[src/hw/rtl/bdq_pkg.sv]
`timescale 1ns / 1ps
// Shared constants, codes and pointer helpers for the bounded deque.
// No dependencies; imported by the interfaces, the top level and the checker.
package bdq_pkg;

  localparam int DEPTH   = 16;
  localparam int AW      = (DEPTH > 1) ? $clog2(DEPTH) : 1;
  localparam int CNT_W   = $clog2(DEPTH + 1);
  localparam int CAP_W   = 5;
  localparam int CMP_W   = (CNT_W > CAP_W) ? CNT_W : CAP_W;
  localparam int DATA_W  = 32;
  localparam int KIND_W  = 2;
  localparam int STAT_W  = 2;
  localparam logic [CAP_W-1:0] CAP_RESET = CAP_W'(16);

  typedef enum logic [KIND_W-1:0] {
    K_PUSH_FRONT = 2'd0,
    K_POP_FRONT  = 2'd1,
    K_PUSH_BACK  = 2'd2,
    K_POP_BACK   = 2'd3
  } kind_t;

  typedef enum logic [STAT_W-1:0] {
    ST_OK        = 2'd0,
    ST_OVERFLOW  = 2'd1,
    ST_UNDERFLOW = 2'd2
  } status_t;

  // (base + off) mod DEPTH, with base < DEPTH and off <= DEPTH
  function automatic logic [AW-1:0] wrap_add(input logic [AW-1:0] base,
                                             input logic [CNT_W-1:0] off);
    logic [CNT_W:0] sum;
    sum = (CNT_W+1)'(base) + (CNT_W+1)'(off);
    if (sum >= (CNT_W+1)'(DEPTH)) begin
      sum = sum - (CNT_W+1)'(DEPTH);
    end
    return sum[AW-1:0];
  endfunction

endpackage

[src/hw/rtl/bdq_ifs.sv]
`timescale 1ns / 1ps
// Valid/ready channel interfaces for deque operations and results.
// Depends on bdq_pkg.
interface bdq_op_if import bdq_pkg::*; ();
  logic                     valid;
  logic                     ready;
  logic [KIND_W-1:0]        kind;
  logic signed [DATA_W-1:0] value;

  modport source (output valid, kind, value, input ready);
  modport sink   (input valid, kind, value, output ready);
endinterface

interface bdq_res_if import bdq_pkg::*; ();
  logic                     valid;
  logic                     ready;
  logic signed [DATA_W-1:0] data;
  logic [STAT_W-1:0]        status;

  modport source (output valid, data, status, input ready);
  modport sink   (input valid, data, status, output ready);
endinterface

[src/hw/rtl/bounded_deque_top.sv]
`timescale 1ns / 1ps
// Bounded double-ended queue of signed 32-bit words over a circular RAM.
// Depends on bdq_pkg, bdq_ifs and bdq_ram.
//
// Each operation transaction (push front, pop front, push back, pop back)
// returns exactly one result transaction with the popped word and a status.
// Pushes, overflowing pushes and underflowing pops load the result register
// on acceptance; a pop that removes a word passes through S_READ to wait for
// the registered read port of the entry RAM. The result register frees the
// input side as soon as the result is taken, so a new operation enters in the
// cycle its predecessor's result leaves. The capacity register (reset 16,
// clamped to the store depth) is written through the cfg channel, always
// ready, and applies from the next operation. No clearing pass runs after reset.
module bounded_deque_top import bdq_pkg::*; (
  input  logic             clk,
  input  logic             rst_n,
  bdq_op_if.sink           in_op,
  bdq_res_if.source        out_res,
  input  logic             cfg_valid,
  output logic             cfg_ready,
  input  logic [CAP_W-1:0] cfg_data
);

  typedef enum logic [1:0] {
    S_IDLE = 2'b01,
    S_READ = 2'b10
  } state_t;

  state_t              state_r, state_nxt;
  logic [AW-1:0]       head_r, head_nxt;
  logic [CNT_W-1:0]    count_r, count_nxt;
  logic [CAP_W-1:0]    capacity_r;
  logic                out_valid_r, out_valid_nxt;
  logic [DATA_W-1:0]   out_data_r, out_data_nxt;
  status_t             out_status_r, out_status_nxt;

  logic                in_acc;
  logic                full;
  logic                empty;
  logic [CMP_W-1:0]    limit;
  logic                wr_en;
  logic [AW-1:0]       wr_addr;
  logic                rd_en;
  logic [AW-1:0]       rd_addr;
  logic [DATA_W-1:0]   rd_data;

  assign cfg_ready = 1'b1;

  assign in_op.ready   = (state_r == S_IDLE) && (!out_valid_r || out_res.ready);
  assign in_acc        = in_op.valid && in_op.ready;
  assign out_res.valid = out_valid_r;
  assign out_res.data  = out_data_r;
  assign out_res.status = out_status_r;

  assign limit = (CMP_W'(capacity_r) < CMP_W'(DEPTH)) ? CMP_W'(capacity_r) : CMP_W'(DEPTH);
  assign full  = CMP_W'(count_r) >= limit;
  assign empty = (count_r == '0);

  always_comb begin
    state_nxt      = state_r;
    head_nxt       = head_r;
    count_nxt      = count_r;
    out_valid_nxt  = out_valid_r && !out_res.ready;
    out_data_nxt   = out_data_r;
    out_status_nxt = out_status_r;
    wr_en          = 1'b0;
    wr_addr        = head_r;
    rd_en          = 1'b0;
    rd_addr        = head_r;
    case (state_r)
      S_IDLE: begin
        if (in_acc) begin
          out_data_nxt   = '0;
          out_status_nxt = ST_OK;
          out_valid_nxt  = 1'b1;
          case (kind_t'(in_op.kind))
            K_PUSH_FRONT: begin
              if (full) begin
                out_status_nxt = ST_OVERFLOW;
              end else begin
                wr_en     = 1'b1;
                wr_addr   = (head_r == '0) ? AW'(DEPTH - 1) : head_r - AW'(1);
                head_nxt  = wr_addr;
                count_nxt = count_r + CNT_W'(1);
              end
            end
            K_PUSH_BACK: begin
              if (full) begin
                out_status_nxt = ST_OVERFLOW;
              end else begin
                wr_en     = 1'b1;
                wr_addr   = wrap_add(head_r, count_r);
                count_nxt = count_r + CNT_W'(1);
              end
            end
            K_POP_FRONT: begin
              if (empty) begin
                out_status_nxt = ST_UNDERFLOW;
              end else begin
                rd_en         = 1'b1;
                rd_addr       = head_r;
                head_nxt      = wrap_add(head_r, CNT_W'(1));
                count_nxt     = count_r - CNT_W'(1);
                out_valid_nxt = 1'b0;
                state_nxt     = S_READ;
              end
            end
            K_POP_BACK: begin
              if (empty) begin
                out_status_nxt = ST_UNDERFLOW;
              end else begin
                rd_en         = 1'b1;
                rd_addr       = wrap_add(head_r, count_r - CNT_W'(1));
                count_nxt     = count_r - CNT_W'(1);
                out_valid_nxt = 1'b0;
                state_nxt     = S_READ;
              end
            end
            default: begin
              out_status_nxt = ST_OK;
            end
          endcase
        end
      end
      S_READ: begin
        out_data_nxt  = rd_data;
        out_valid_nxt = 1'b1;
        state_nxt     = S_IDLE;
      end
      default: begin
        state_nxt = S_IDLE;
      end
    endcase
  end

  always_ff @(posedge clk) begin
    if (!rst_n) begin
      state_r     <= S_IDLE;
      head_r      <= '0;
      count_r     <= '0;
      out_valid_r <= 1'b0;
      capacity_r  <= CAP_RESET;
    end else begin
      state_r     <= state_nxt;
      head_r      <= head_nxt;
      count_r     <= count_nxt;
      out_valid_r <= out_valid_nxt;
      if (cfg_valid && cfg_ready) begin
        capacity_r <= cfg_data;
      end
    end
  end

  always_ff @(posedge clk) begin
    out_data_r   <= out_data_nxt;
    out_status_r <= out_status_nxt;
  end

  bdq_ram #(
    .WIDTH (DATA_W),
    .DEPTH (DEPTH)
  ) u_ram (
    .clk     (clk),
    .wr_en   (wr_en),
    .wr_addr (wr_addr),
    .wr_data (in_op.value),
    .rd_en   (rd_en),
    .rd_addr (rd_addr),
    .rd_data (rd_data)
  );

endmodule

[src/hw/rtl/bdq_ram.sv]
`timescale 1ns / 1ps
// Generic simple dual-port RAM: one write port, one registered read port.
// No dependencies.
module bdq_ram #(
  parameter int WIDTH = 32,
  parameter int DEPTH = 16
) (
  input  logic                                     clk,
  input  logic                                     wr_en,
  input  logic [((DEPTH > 1) ? $clog2(DEPTH) : 1)-1:0] wr_addr,
  input  logic [WIDTH-1:0]                         wr_data,
  input  logic                                     rd_en,
  input  logic [((DEPTH > 1) ? $clog2(DEPTH) : 1)-1:0] rd_addr,
  output logic [WIDTH-1:0]                         rd_data
);

  logic [WIDTH-1:0] mem [DEPTH];

  always_ff @(posedge clk) begin
    if (wr_en) begin
      mem[wr_addr] <= wr_data;
    end
    if (rd_en) begin
      rd_data <= mem[rd_addr];
    end
  end

endmodule

[src/flat_wrapper.sv]
// flat-port wrapper written by rule: the top's interface ports become plain ports
module bounded_deque_top_flat import bdq_pkg::*;
  (clk, rst_n, cfg_valid, cfg_ready, cfg_data, in_op_valid, in_op_kind, in_op_value, in_op_ready, out_res_valid, out_res_data, out_res_status, out_res_ready);
  bdq_op_if in_op_i ();
  bdq_res_if out_res_i ();
  input  logic clk;
  input  logic rst_n;
  input  logic cfg_valid;
  output logic cfg_ready;
  input  logic [CAP_W-1:0] cfg_data;
  input wire logic [$bits(in_op_i.valid)-1:0] in_op_valid;
  input wire logic [$bits(in_op_i.kind)-1:0] in_op_kind;
  input wire logic [$bits(in_op_i.value)-1:0] in_op_value;
  output wire logic [$bits(in_op_i.ready)-1:0] in_op_ready;
  output wire logic [$bits(out_res_i.valid)-1:0] out_res_valid;
  output wire logic [$bits(out_res_i.data)-1:0] out_res_data;
  output wire logic [$bits(out_res_i.status)-1:0] out_res_status;
  input wire logic [$bits(out_res_i.ready)-1:0] out_res_ready;
  assign in_op_i.valid = in_op_valid;
  assign in_op_i.kind = in_op_kind;
  assign in_op_i.value = in_op_value;
  assign in_op_ready = in_op_i.ready;
  assign out_res_valid = out_res_i.valid;
  assign out_res_data = out_res_i.data;
  assign out_res_status = out_res_i.status;
  assign out_res_i.ready = out_res_ready;
  bounded_deque_top u_core (.clk(clk), .rst_n(rst_n), .in_op(in_op_i), .out_res(out_res_i), .cfg_valid(cfg_valid), .cfg_ready(cfg_ready), .cfg_data(cfg_data));
endmodule
[config.mk]
export PLATFORM = sky130hd
export DESIGN_NAME = bounded_deque_top_flat
export DESIGN_NICKNAME = d
export VERILOG_FILES = /design/src/hw/rtl/bdq_pkg.sv /design/src/hw/rtl/bdq_ifs.sv /design/src/hw/rtl/bounded_deque_top.sv /design/src/hw/rtl/bdq_ram.sv /design/src/flat_wrapper.sv
export SDC_FILE = /design/constraint.sdc
export NUM_CORES = 1
export LEC_CHECK = 0
export BUFFER_PORTS_ARGS = -buffer_cell sky130_fd_sc_hd__buf_2
export CAP_MARGIN = 20
export CELL_PAD_IN_SITES_DETAIL_PLACEMENT = 1
export CELL_PAD_IN_SITES_GLOBAL_PLACEMENT = 1
export CORE_MARGIN = 2
export CORE_UTILIZATION = 54
export DETAILED_ROUTE_END_ITERATION = 7
export PLACE_DENSITY = 0.91
export SKIP_LAST_GASP = 1
export SLEW_MARGIN = 40
export SYNTH_ARGS = -nofsm -noshare
export SYNTH_HDL_FRONTEND = slang
export SYNTH_HIERARCHICAL = 1
export SYNTH_SLANG_ARGS = --single-unit
[constraint.sdc]
create_clock -name clk -period 7.8 [get_ports clk]
set_clock_uncertainty 0.1 [all_clocks]
set_input_delay 1.56 -clock clk [delete_from_list [all_inputs] [get_ports clk]]
set_output_delay 1.56 -clock clk [all_outputs]
set_load 0.01 [all_outputs]
Yosys cells after proc, flatten, opt, wreduce, memory -nomap -nowiden
Memory sizes are Yosys's and may differ from the RTL's. A register that Yosys moved wholly into a read port is not among the register bits. Cells that the tools add are included.

Add/sub/neg operators: 9. Eq/ne operators: 9. Magnitude comparators: 5. Bitwise operators: 1. Muxes and demuxes: 38. Reductions and logical operators: 19.

Operator list (number): $pmux 32 s2 (1); $mux 4 (13); $mux 32 (1); $pmux 4 s2 (2); $sub 4x1->4 const B (4); $mux 5 (3); $mux 1 (14); $add 4x5->6 (2); $ge 6x5->1 const B (2); $pmux 5 s2 (1); $reduce_and 4->1 (2); $eq 2x2->1 const B (3); $ne 2x2->1 const B (3); $reduce_and 2->1 (3); $add 4x1->5 const B (1); $add 5x1->5 const B (1); $ge 5x5->1 (1); $ge 5x5->1 const B (1); $logic_not 5->1 (1); $lt 5x5->1 const B (1); $sub 5x1->5 const B (1); $eq 2x1->1 const B (2); $logic_not 4->1 (1); $pmux 2 s2 (1); other kinds (11) (16).

Bits in writable memories: 512. Output and inout port bits: 37. Logic and storage cells: 89. Memories: 1. Flip-flop bits (word level): 51. Input port bits: 44.

Memory list: u_core.u_ram.mem (words 16, width 32, read ports 1, clocked after Yosys merged registers in 1, wr ports 1, line bdq_ram.sv:17) `logic [WIDTH-1:0] mem [DEPTH];`.

Logic depth before layout (Yosys ltp)
Gate-level depths: netlist (run 1).

Depth after elaboration: 9. Depth in mapped cells: 14. Depth with buffers taken out: 12.

Cells and area by module
The synthesis (run 1) kept the hierarchy.

Modules (own cells, without submodules): bdq_ram (cells an instance 838, seq. area each 16335.7 sq um, area an instance 20155.6 sq um, instances 1); bounded_deque_top (cells an instance 271, seq. area each 1361.3 sq um, area an instance 2815.2 sq um, instances 1).

Least setup slack after synthesis (run 1)
Ideal clock, no wire load.

Kind: input-to-reg. Start: input in_op_kind[0]. End: register u_core.u_ram.rd_data[10] (read register of u_core.u_ram.mem), data pin. Stages: 11. Setup time: 259 ps. Path slack: 1874 ps. Required time: 7441 ps. Data arrival time: 5567 ps. Path buffers: 3. Cells stage by stage: inv_1 nor4_2 and3_2 buf_2 nand2_1 o21ai_0 buf_2 buf_2 mux4_2 a22oi_1 nand2_1.

Longest elaborated chain between the ends: 5. Elaborated cells on any way between the ends: 9. Classes of those cells: eq/ne: 2; mux: 6; reduce/logical: 1.

Ends and longest elaborated chain: from (decl) (line flat_wrapper.sv:12) `input wire logic [$bits(in_op_i.kind)-1:0] in_op_kind;`; $eq 2x1->1 / $eq 2x2->1 (equally long branches) (line bounded_deque_top.sv:76) `case (kind_t'(in_op.kind))`; $reduce_or 2->1 (no source line) *; $mux 1 *; $mux 1 * (line bounded_deque_top.sv:72) `if (in_acc) begin`; $mux 1 * (line bounded_deque_top.sv:70) `case (state_r)`; named net u_core.rd_en (line bounded_deque_top.sv:43) `logic rd_en;`; to (decl) (line bdq_ram.sv:14) `output logic [WIDTH-1:0] rd_data`.

The timed path passes the listed nets; every way through them passes the cells marked *. A chain may end at the register's enable or synchronous reset.

Worst setup path after layout (run 1)
Start: input in_op_kind[0]. End: register u_core.u_ram.rd_data[30] (read register of u_core.u_ram.mem), data pin.

The elaborated chain is that of the path after synthesis.

==> results.cfg, run 1 <==
[run_status]
status = complete, no violations

[clock_network]
clock_path_buffers = 3
clk_pin_slew_ps = 70
cts_setup_buffers = 0
tritoncts = yes
ctsResizeCount = 0
clk_latency_ps = 610
root_buffer = clkbuf_16
cts.sinks = 595
htreeDepth = 2
cts_buffers = 57
holdBufCountCts = 0

[critical_path]
worstPathArrival_ps = 5490
r2r-end = u_core/u_ram/mem[15][30]$_DFFE_PP_
crit_end = u_core/u_ram/rd_data[30]$_DFFE_PP_
regToRegSetupSlack_ps = 3000
critical_path_required_ps = 8160
slowest_stage = nor2b_4
cp_max_fo = 35
worst-path-stages = 11
cp-start-kind = input pin
path_buf_inv = 4
timing.rr.start = u_core/count_r[0]$_SDFFE_PN0P_
cpPeakStageDelay_ps = 670
cp-startpoint = in_op_kind[0]
crit_chain = buf_2, inv_1, nor4_4, buf_4, and3_2, nand2_1, xnor2_1, nor2b_4, buf_4, a22oi_1, nand2_1
path_delay_family = simple AND/OR/NAND/NOR gates
critical_path.endpoint_type = register
crit_type = input pin to register
reg2reg_depth = 9

[sta]
finalHoldViolations = 0
finalSetupViolations = 0
slew_headroom = 0.413
finalSetupTns_ps = 0
fmax_ghz = 0.195
slew_viol_final = 0
worst_pin_slew_ps = 879
post-route-period-util = 0.657
period_minus_slack_ps = 5130
rsz0062_at_grt = no

[grt]
grt_pass1_wl_microns = 88400
first_global_vias = 12800
antenna_found_initial = 4
grt_use_total = 0.283
grt-ovfl-total = 0
grt_max_degree = 91

[pwr]
irDropWorstVdd_mv = 0.218
p_sw_frac = 0.291
power.density_nw_per_um2 = 345
pwr-share-clk = 0.315
p_leak_nw = 8.49
power.net_switching_w = 0.00264
power.internal_w = 0.00643
power_frac_seq = 0.434
power_w = 0.00907
p_comb_frac = 0.251

[drt]
ant_nets = 0
dr.pass1.iters = 5
vias = 11900
detail_route.iter0.violations = 1281
via_per_inst = 6.58
wl_per_cell_microns = 33.3
route.final.wire_length_microns = 60300
drc = 0

[floorplanning]
io_pins = 81
rows = 75
coreArea_sq_um = 41900
die_w_microns = 210
dieArea_sq_um = 44200
start_util = 0.548
dieHeight_microns = 210

[logic_synthesis]
synth_edf_count = 578
ys_seq_area_frac = 0.770
postSynthRegisterBits = 595
ys_dominant_reg_cell = edfxtp_1
synthCells = 1109
synth.avg_cell_area_sq_um = 20.7
syn_area_sq_um = 23000
ys_types = 55
async_reset_ff_frac = 0
ys_warn_count = 6
synth_fp_nets = 1172

[worst_hold_path]
hold_path_class = register to register

[placement]
finalWeightedCongestion = 0.824
dp_hpwl_microns = 31800
port_buffers = 79

[layout]
fin_nets = 1289
drive_above_1_share = 0.283
syn2layout_area_growth_pct = 14.3
fillCellCount = 3446

[flow_run]
max_cap_violations = 0
kinds of logic (layout without fill, tap and decap cells):
group,Yosys count,after routing,synth area share
other,1,3,0.000163
adders and majority gates,19,19,0.0110
DFF,595,595,0.770
xor gates and xnor gates,8,8,0.00305
muxes,138,138,0.130
and+or+nand+nor,162,162,0.0357
AOI/OAI and AO/OA,114,114,0.0356
buffers and inverters,72,236,0.0142
worst register-to-register path, cell delays in order, from the launching register on:
cell      delay (ps)
dfxtp_1          430
inv_1            170
ha_1             330
nand2b_1         140
a31oi_1          300
o211ai_1         410
o21ai_1          770
nand2_1          470
nor2_4           820
buf_4            520
cell type report:
type | count | area (sq um) | area share
timing repair buffer | 115 | 764 | 0.0291
clock inverter | 32 | 383 | 0.0146
inverter | 15 | 56.3 | 0.00214
antenna | 2 | 5.00 | 0.000191
sequential | 595 | 17700 | 0.674
tap | 539 | 674 | 0.0257
multi-input combinational | 442 | 5120 | 0.195
clock buffer | 74 | 1550 | 0.0591
cell usage after synthesis, drive strengths merged, types with 3 or more instances:
library cell,n,share of area
ha,17,0.0093
nand2b,7,0.0019
a21o,3,0.00098
xor2,5,0.0019
o211ai,5,0.0016
nand3,7,0.0015
edfxtp,578,0.76
a21oi,11,0.0024
dfxtp,17,0.015
nand2,58,0.0097
xnor2,3,0.0011
nor2,24,0.0039
nor2b,5,0.0014
clkbuf,26,0.0042
or3,3,0.00082
a31oi,5,0.0014
nor3,10,0.0022
and2,37,0.010
inv,14,0.0023
buf,31,0.0075
a22oi,64,0.021
o21ai,12,0.0026
mux4,128,0.13
mux2i,10,0.0044
state kept, by name, indices dropped and copies added (netlist names):
| signal | flops |
|---|---|
| u_core/head_r | 4 |
| u_core/count_r | 5 |
| u_core/u_ram/rd_data | 32 |
| u_core/state_r | 2 |
| u_core/out_res.valid | 1 |
| u_core/out_res.status | 2 |
| u_core/out_res.data | 32 |
| u_core/capacity_r | 5 |
| u_core/u_ram/mem | 512 |
power by group through the flow:
stage	Sequential (W)	Clock [W]	Combinational (W)
final	0.00393	0.00286	0.00228
after global routing	0.00395	0.00299	0.00242
after CTS	0.00394	0.00289	0.00228
after detailed placement	0.00399	0	0.00220
after global placement	0.00397	0	0.00207
after floorplan	0.00399	0	0.00150
worst min path at each step:
stage                                        end                         startpoint  cells past startpoint  slack (ps)
6_report       u_core/capacity_r[2]$_SDFFE_PN0P_  u_core/capacity_r[2]$_SDFFE_PN0P_                      2         400
3_5_place_dp   u_core/capacity_r[2]$_SDFFE_PN0P_  u_core/capacity_r[2]$_SDFFE_PN0P_                      2         390
3_3_place_gp   u_core/capacity_r[0]$_SDFFE_PN0P_  u_core/capacity_r[0]$_SDFFE_PN0P_                      2         370
5_1_grt        u_core/capacity_r[2]$_SDFFE_PN0P_  u_core/capacity_r[2]$_SDFFE_PN0P_                      2         430
2_1_floorplan  u_core/capacity_r[0]$_SDFFE_PN0P_  u_core/capacity_r[0]$_SDFFE_PN0P_                      2         350
4_1_cts        u_core/capacity_r[2]$_SDFFE_PN0P_  u_core/capacity_r[2]$_SDFFE_PN0P_                      2         410
stage by stage:
step | hold slack, ps | instances | instance area, sq um | worst slack, ps | utilization
final | 405 | 1814 | 26300 | 2670 | 0.626
after global routing | 428 | 1813 | 26300 | 2540 | 0.626
after CTS | 405 | 1811 | 26200 | 2530 | 0.625
after detailed placement | 389 | 1705 | 24300 | 2090 | 0.579
after global placement | 374 | 1700 | 24200 | 2340 | 0.577
after floorplan | 352 | 1109 | 23000 | 1870 | -
layout by cell type (no fill, tap or decap), types with 17 or more instances in the layout:
| cell type | n |
|---|---|
| nand2_1 | 56 |
| edfxtp_1 | 578 |
| ha_1 | 17 |
| buf_2 | 79 |
| dfxtp_1 | 17 |
| and2_1 | 34 |
| a22oi_1 | 64 |
| clkbuf_16 | 59 |
| buf_4 | 26 |
| mux4_2 | 128 |
layer usage:
layer | part of all wire | vias to the layer above | global-route usage
met1 | 0.37 | 6285 | 0.367
li1 | - | 4788 | -
met4 | 0.040 | 4 | 0.124
met2 | 0.52 | 693 | 0.479
met5 | 0.00045 | - | 0
met3 | 0.075 | 172 | 0.0453
(Power assumes the default switching activity.)
==> inputs of run 2 (changes only) <==
- ABC_AREA: not set -> 1
- CORE_UTILIZATION: 54 -> 50
- PLACE_DENSITY: 0.91 -> 0.92
- clock period: 7.8 -> 4.8 ns (I/O delays scaled with it)
==> run 2 against run 1 <==
Compared with the run above: global-route usage up 1.7 points; largest cell class unchanged; die area rose by 22%; cell area up 11%; synthesized cell count increased by 130%; via count grew 59%.
==> results.cfg, run 2 <==
[clock_network]
tritoncts = yes
clk_latency_ps = 650
clk_pin_slew_ps = 60
cts_setup_buffers = 0
cts.sinks = 595
holdBufCountCts = 0
cts_buffers = 60
htreeDepth = 2
clock_path_buffers = 3
ctsResizeCount = 0
root_buffer = clkbuf_16

[drt]
vias = 19000
detail_route.iter0.violations = 1866
dr.pass1.iters = 6
wl_per_cell_microns = 24.2
ant_nets = 0
via_per_inst = 5.74
route.final.wire_length_microns = 80000
drc = 0

[layout]
stdcell_area_sq_um = 29200
syn2layout_area_growth_pct = 11.8
largest_reg_flops = 512
fin_nets = 2640
final_common_cell = nand2_1
multiInputGateArea_sq_um = 6110
final_cell_mix = nand2_1, edfxtp_1, inv_1, nand3_1, buf_2
drive_above_1_share = 0.0937
seq_area_sq_um = 17700
fillCellCount = 5547
final_cells = 3307
largest_register = u_core/u_ram/mem

[worst_hold_path]
hold_path_class = register to register

[logic_synthesis]
synth_fp_nets = 2572
synth.avg_cell_area_sq_um = 10.4
syn_area_sq_um = 26100
ys_types = 37
ys_dominant_reg_cell = edfxtp_1
synthCells = 2509
ys_warn_count = 6
synth_top_cell_area_share = 0.664
yosysTopAreaCell = edfxtp_1
async_reset_ff_frac = 0
synth.most_common_cell = nand2_1
yosys-top-cells-area = edfxtp_1, nand2_1, nand3_1
yosys-top-cells-count = nand2_1, edfxtp_1, inv_1, nand3_1, nor2_1
synth_edf_count = 578
postSynthRegisterBits = 595
ys_seq_area_frac = 0.677

[pwr]
irDropWorstVdd_mv = 0.309
power_frac_seq = 0.405
power.density_nw_per_um2 = 539
power.net_switching_w = 0.00571
p_comb_frac = 0.307
pwr-share-clk = 0.287
p_leak_nw = 12.6
p_sw_frac = 0.363
power.internal_w = 0.0100

[placement]
pre_cts_ws_ps = 634
dp.cells = 3194
place_area_sq_um = 27300
dp_hpwl_microns = 48300
finalWeightedCongestion = 0.827
port_buffers = 79

[floorplanning]
die_w_microns = 233
start_util = 0.507
io_pins = 81
rows = 83
dieArea_sq_um = 54100
dieHeight_microns = 233
coreArea_sq_um = 51500

[sta]
fin_ws_ps = 615
fmax_ghz = 0.239
slew_viol_final = 0
slew_headroom = 0.426
finalSetupViolations = 0
period_minus_slack_ps = 4180
worst_pin_slew_ps = 861
finalSetupTns_ps = 0
finalHoldViolations = 0
timing.hold.ws_ps = 372
rsz0062_at_grt = no
post-route-period-util = 0.872

[grt]
grt_use_total = 0.300
grt_pass1_wl_microns = 121000
first_global_vias = 20900
antenna_found_initial = 3
grt_max_degree = 108
grt-ovfl-total = 0

[flow_run]
max_cap_violations = 0

[critical_path]
critical_path_required_ps = 5010
worstPathArrival_ps = 4390
cp-start-kind = register
critical_path.endpoint_type = register
crit_type = register to register
cp_max_fo = 17

[run_status]
status = complete, no violations
[run 2: cell count changes after synthesis, moves of 9 or more]
| cell | before | now |
|---|---|---|
| nand2_1 | 56 | 802 |
| inv_1 | 14 | 453 |
| nand3_1 | 7 | 405 |
| mux4_2 | 128 | 0 |
| a22oi_1 | 64 | 0 |
| and2_1 | 35 | 0 |
| buf_2 | 9 | 42 |
| buf_6 | 0 | 31 |
| nor2_1 | 24 | 48 |
| mux2i_1 | 10 | 0 |
| nor3_1 | 10 | 1 |
[run 2: cells by family after synthesis]
kind of cell	synth area share
fa+ha+maj	0.00967
other cells	0.000144
buf+inv	0.0956
simple gates	0.207
xor+xnor	0.00268
compound gates	0.00752
flops	0.677
[run 2: critical path: stages (launching register included)]
cell,delay (ps)
dfxtp_1,570
ha_1,330
nand2_1,90
nand2_1,60
nand2_1,180
nand2_1,80
nor2_1,310
nand2_1,90
nand2_1,110
nand2_1,60
nand2_1,80
nand2_1,50
nand2_1,150
nand3_1,380
nor2_4,760
buf_4,460
[run 2: metal layers]
layer / part of all wire / vias to the layer above / track usage
met5: 0.00016 / - / 0
li1: - / 8224 / -
met2: 0.51 / 968 / 0.527
met4: 0.055 / 2 / 0.164
met1: 0.37 / 9502 / 0.353
met3: 0.070 / 296 / 0.0455
[run 2: final timing paths]
check	from	endpoint	slack [ps]	depth (start not counted)
worst min register to register	u_core/capacity_r[0]$_SDFFE_PN0P_	u_core/capacity_r[0]$_SDFFE_PN0P_	370	2
worst max-delay path	u_core/count_r[2]$_SDFFE_PN0P_	u_core/u_ram/mem[14][9]$_DFFE_PP_	620	15
worst min-delay path	u_core/capacity_r[0]$_SDFFE_PN0P_	u_core/capacity_r[0]$_SDFFE_PN0P_	370	2
worst max register to register	u_core/count_r[2]$_SDFFE_PN0P_	u_core/u_ram/mem[14][9]$_DFFE_PP_	620	15
[run 2: per-stage QoR]
stage               total power (W)   util
finish                       0.0158  0.567
global placement             0.0108  0.526
CTS                          0.0157  0.566
detailed placement           0.0112  0.530
floorplan                   0.00959      -
global route                 0.0164  0.567
[run 2: final cells by class]
| class | instances | area share |
|---|---|---|
| timing repair buffer | 121 | 0.0324 |
| antenna | 2 | 0.000171 |
| inverter | 458 | 0.0593 |
| clock inverter | 34 | 0.0102 |
| clock buffer | 76 | 0.0535 |
| multi-input combinational | 1341 | 0.209 |
| sequential | 595 | 0.606 |
| tap | 680 | 0.0291 |
[run 2: power by group through the flow]
stage | Sequential, W | Clock, W | Combinational [W]
CTS | 0.00638 | 0.00456 | 0.00478
floorplan | 0.00645 | 0 | 0.00314
finish | 0.00638 | 0.00453 | 0.00484
global route | 0.00641 | 0.00476 | 0.00523
global placement | 0.00647 | 0 | 0.00430
detailed placement | 0.00649 | 0 | 0.00469
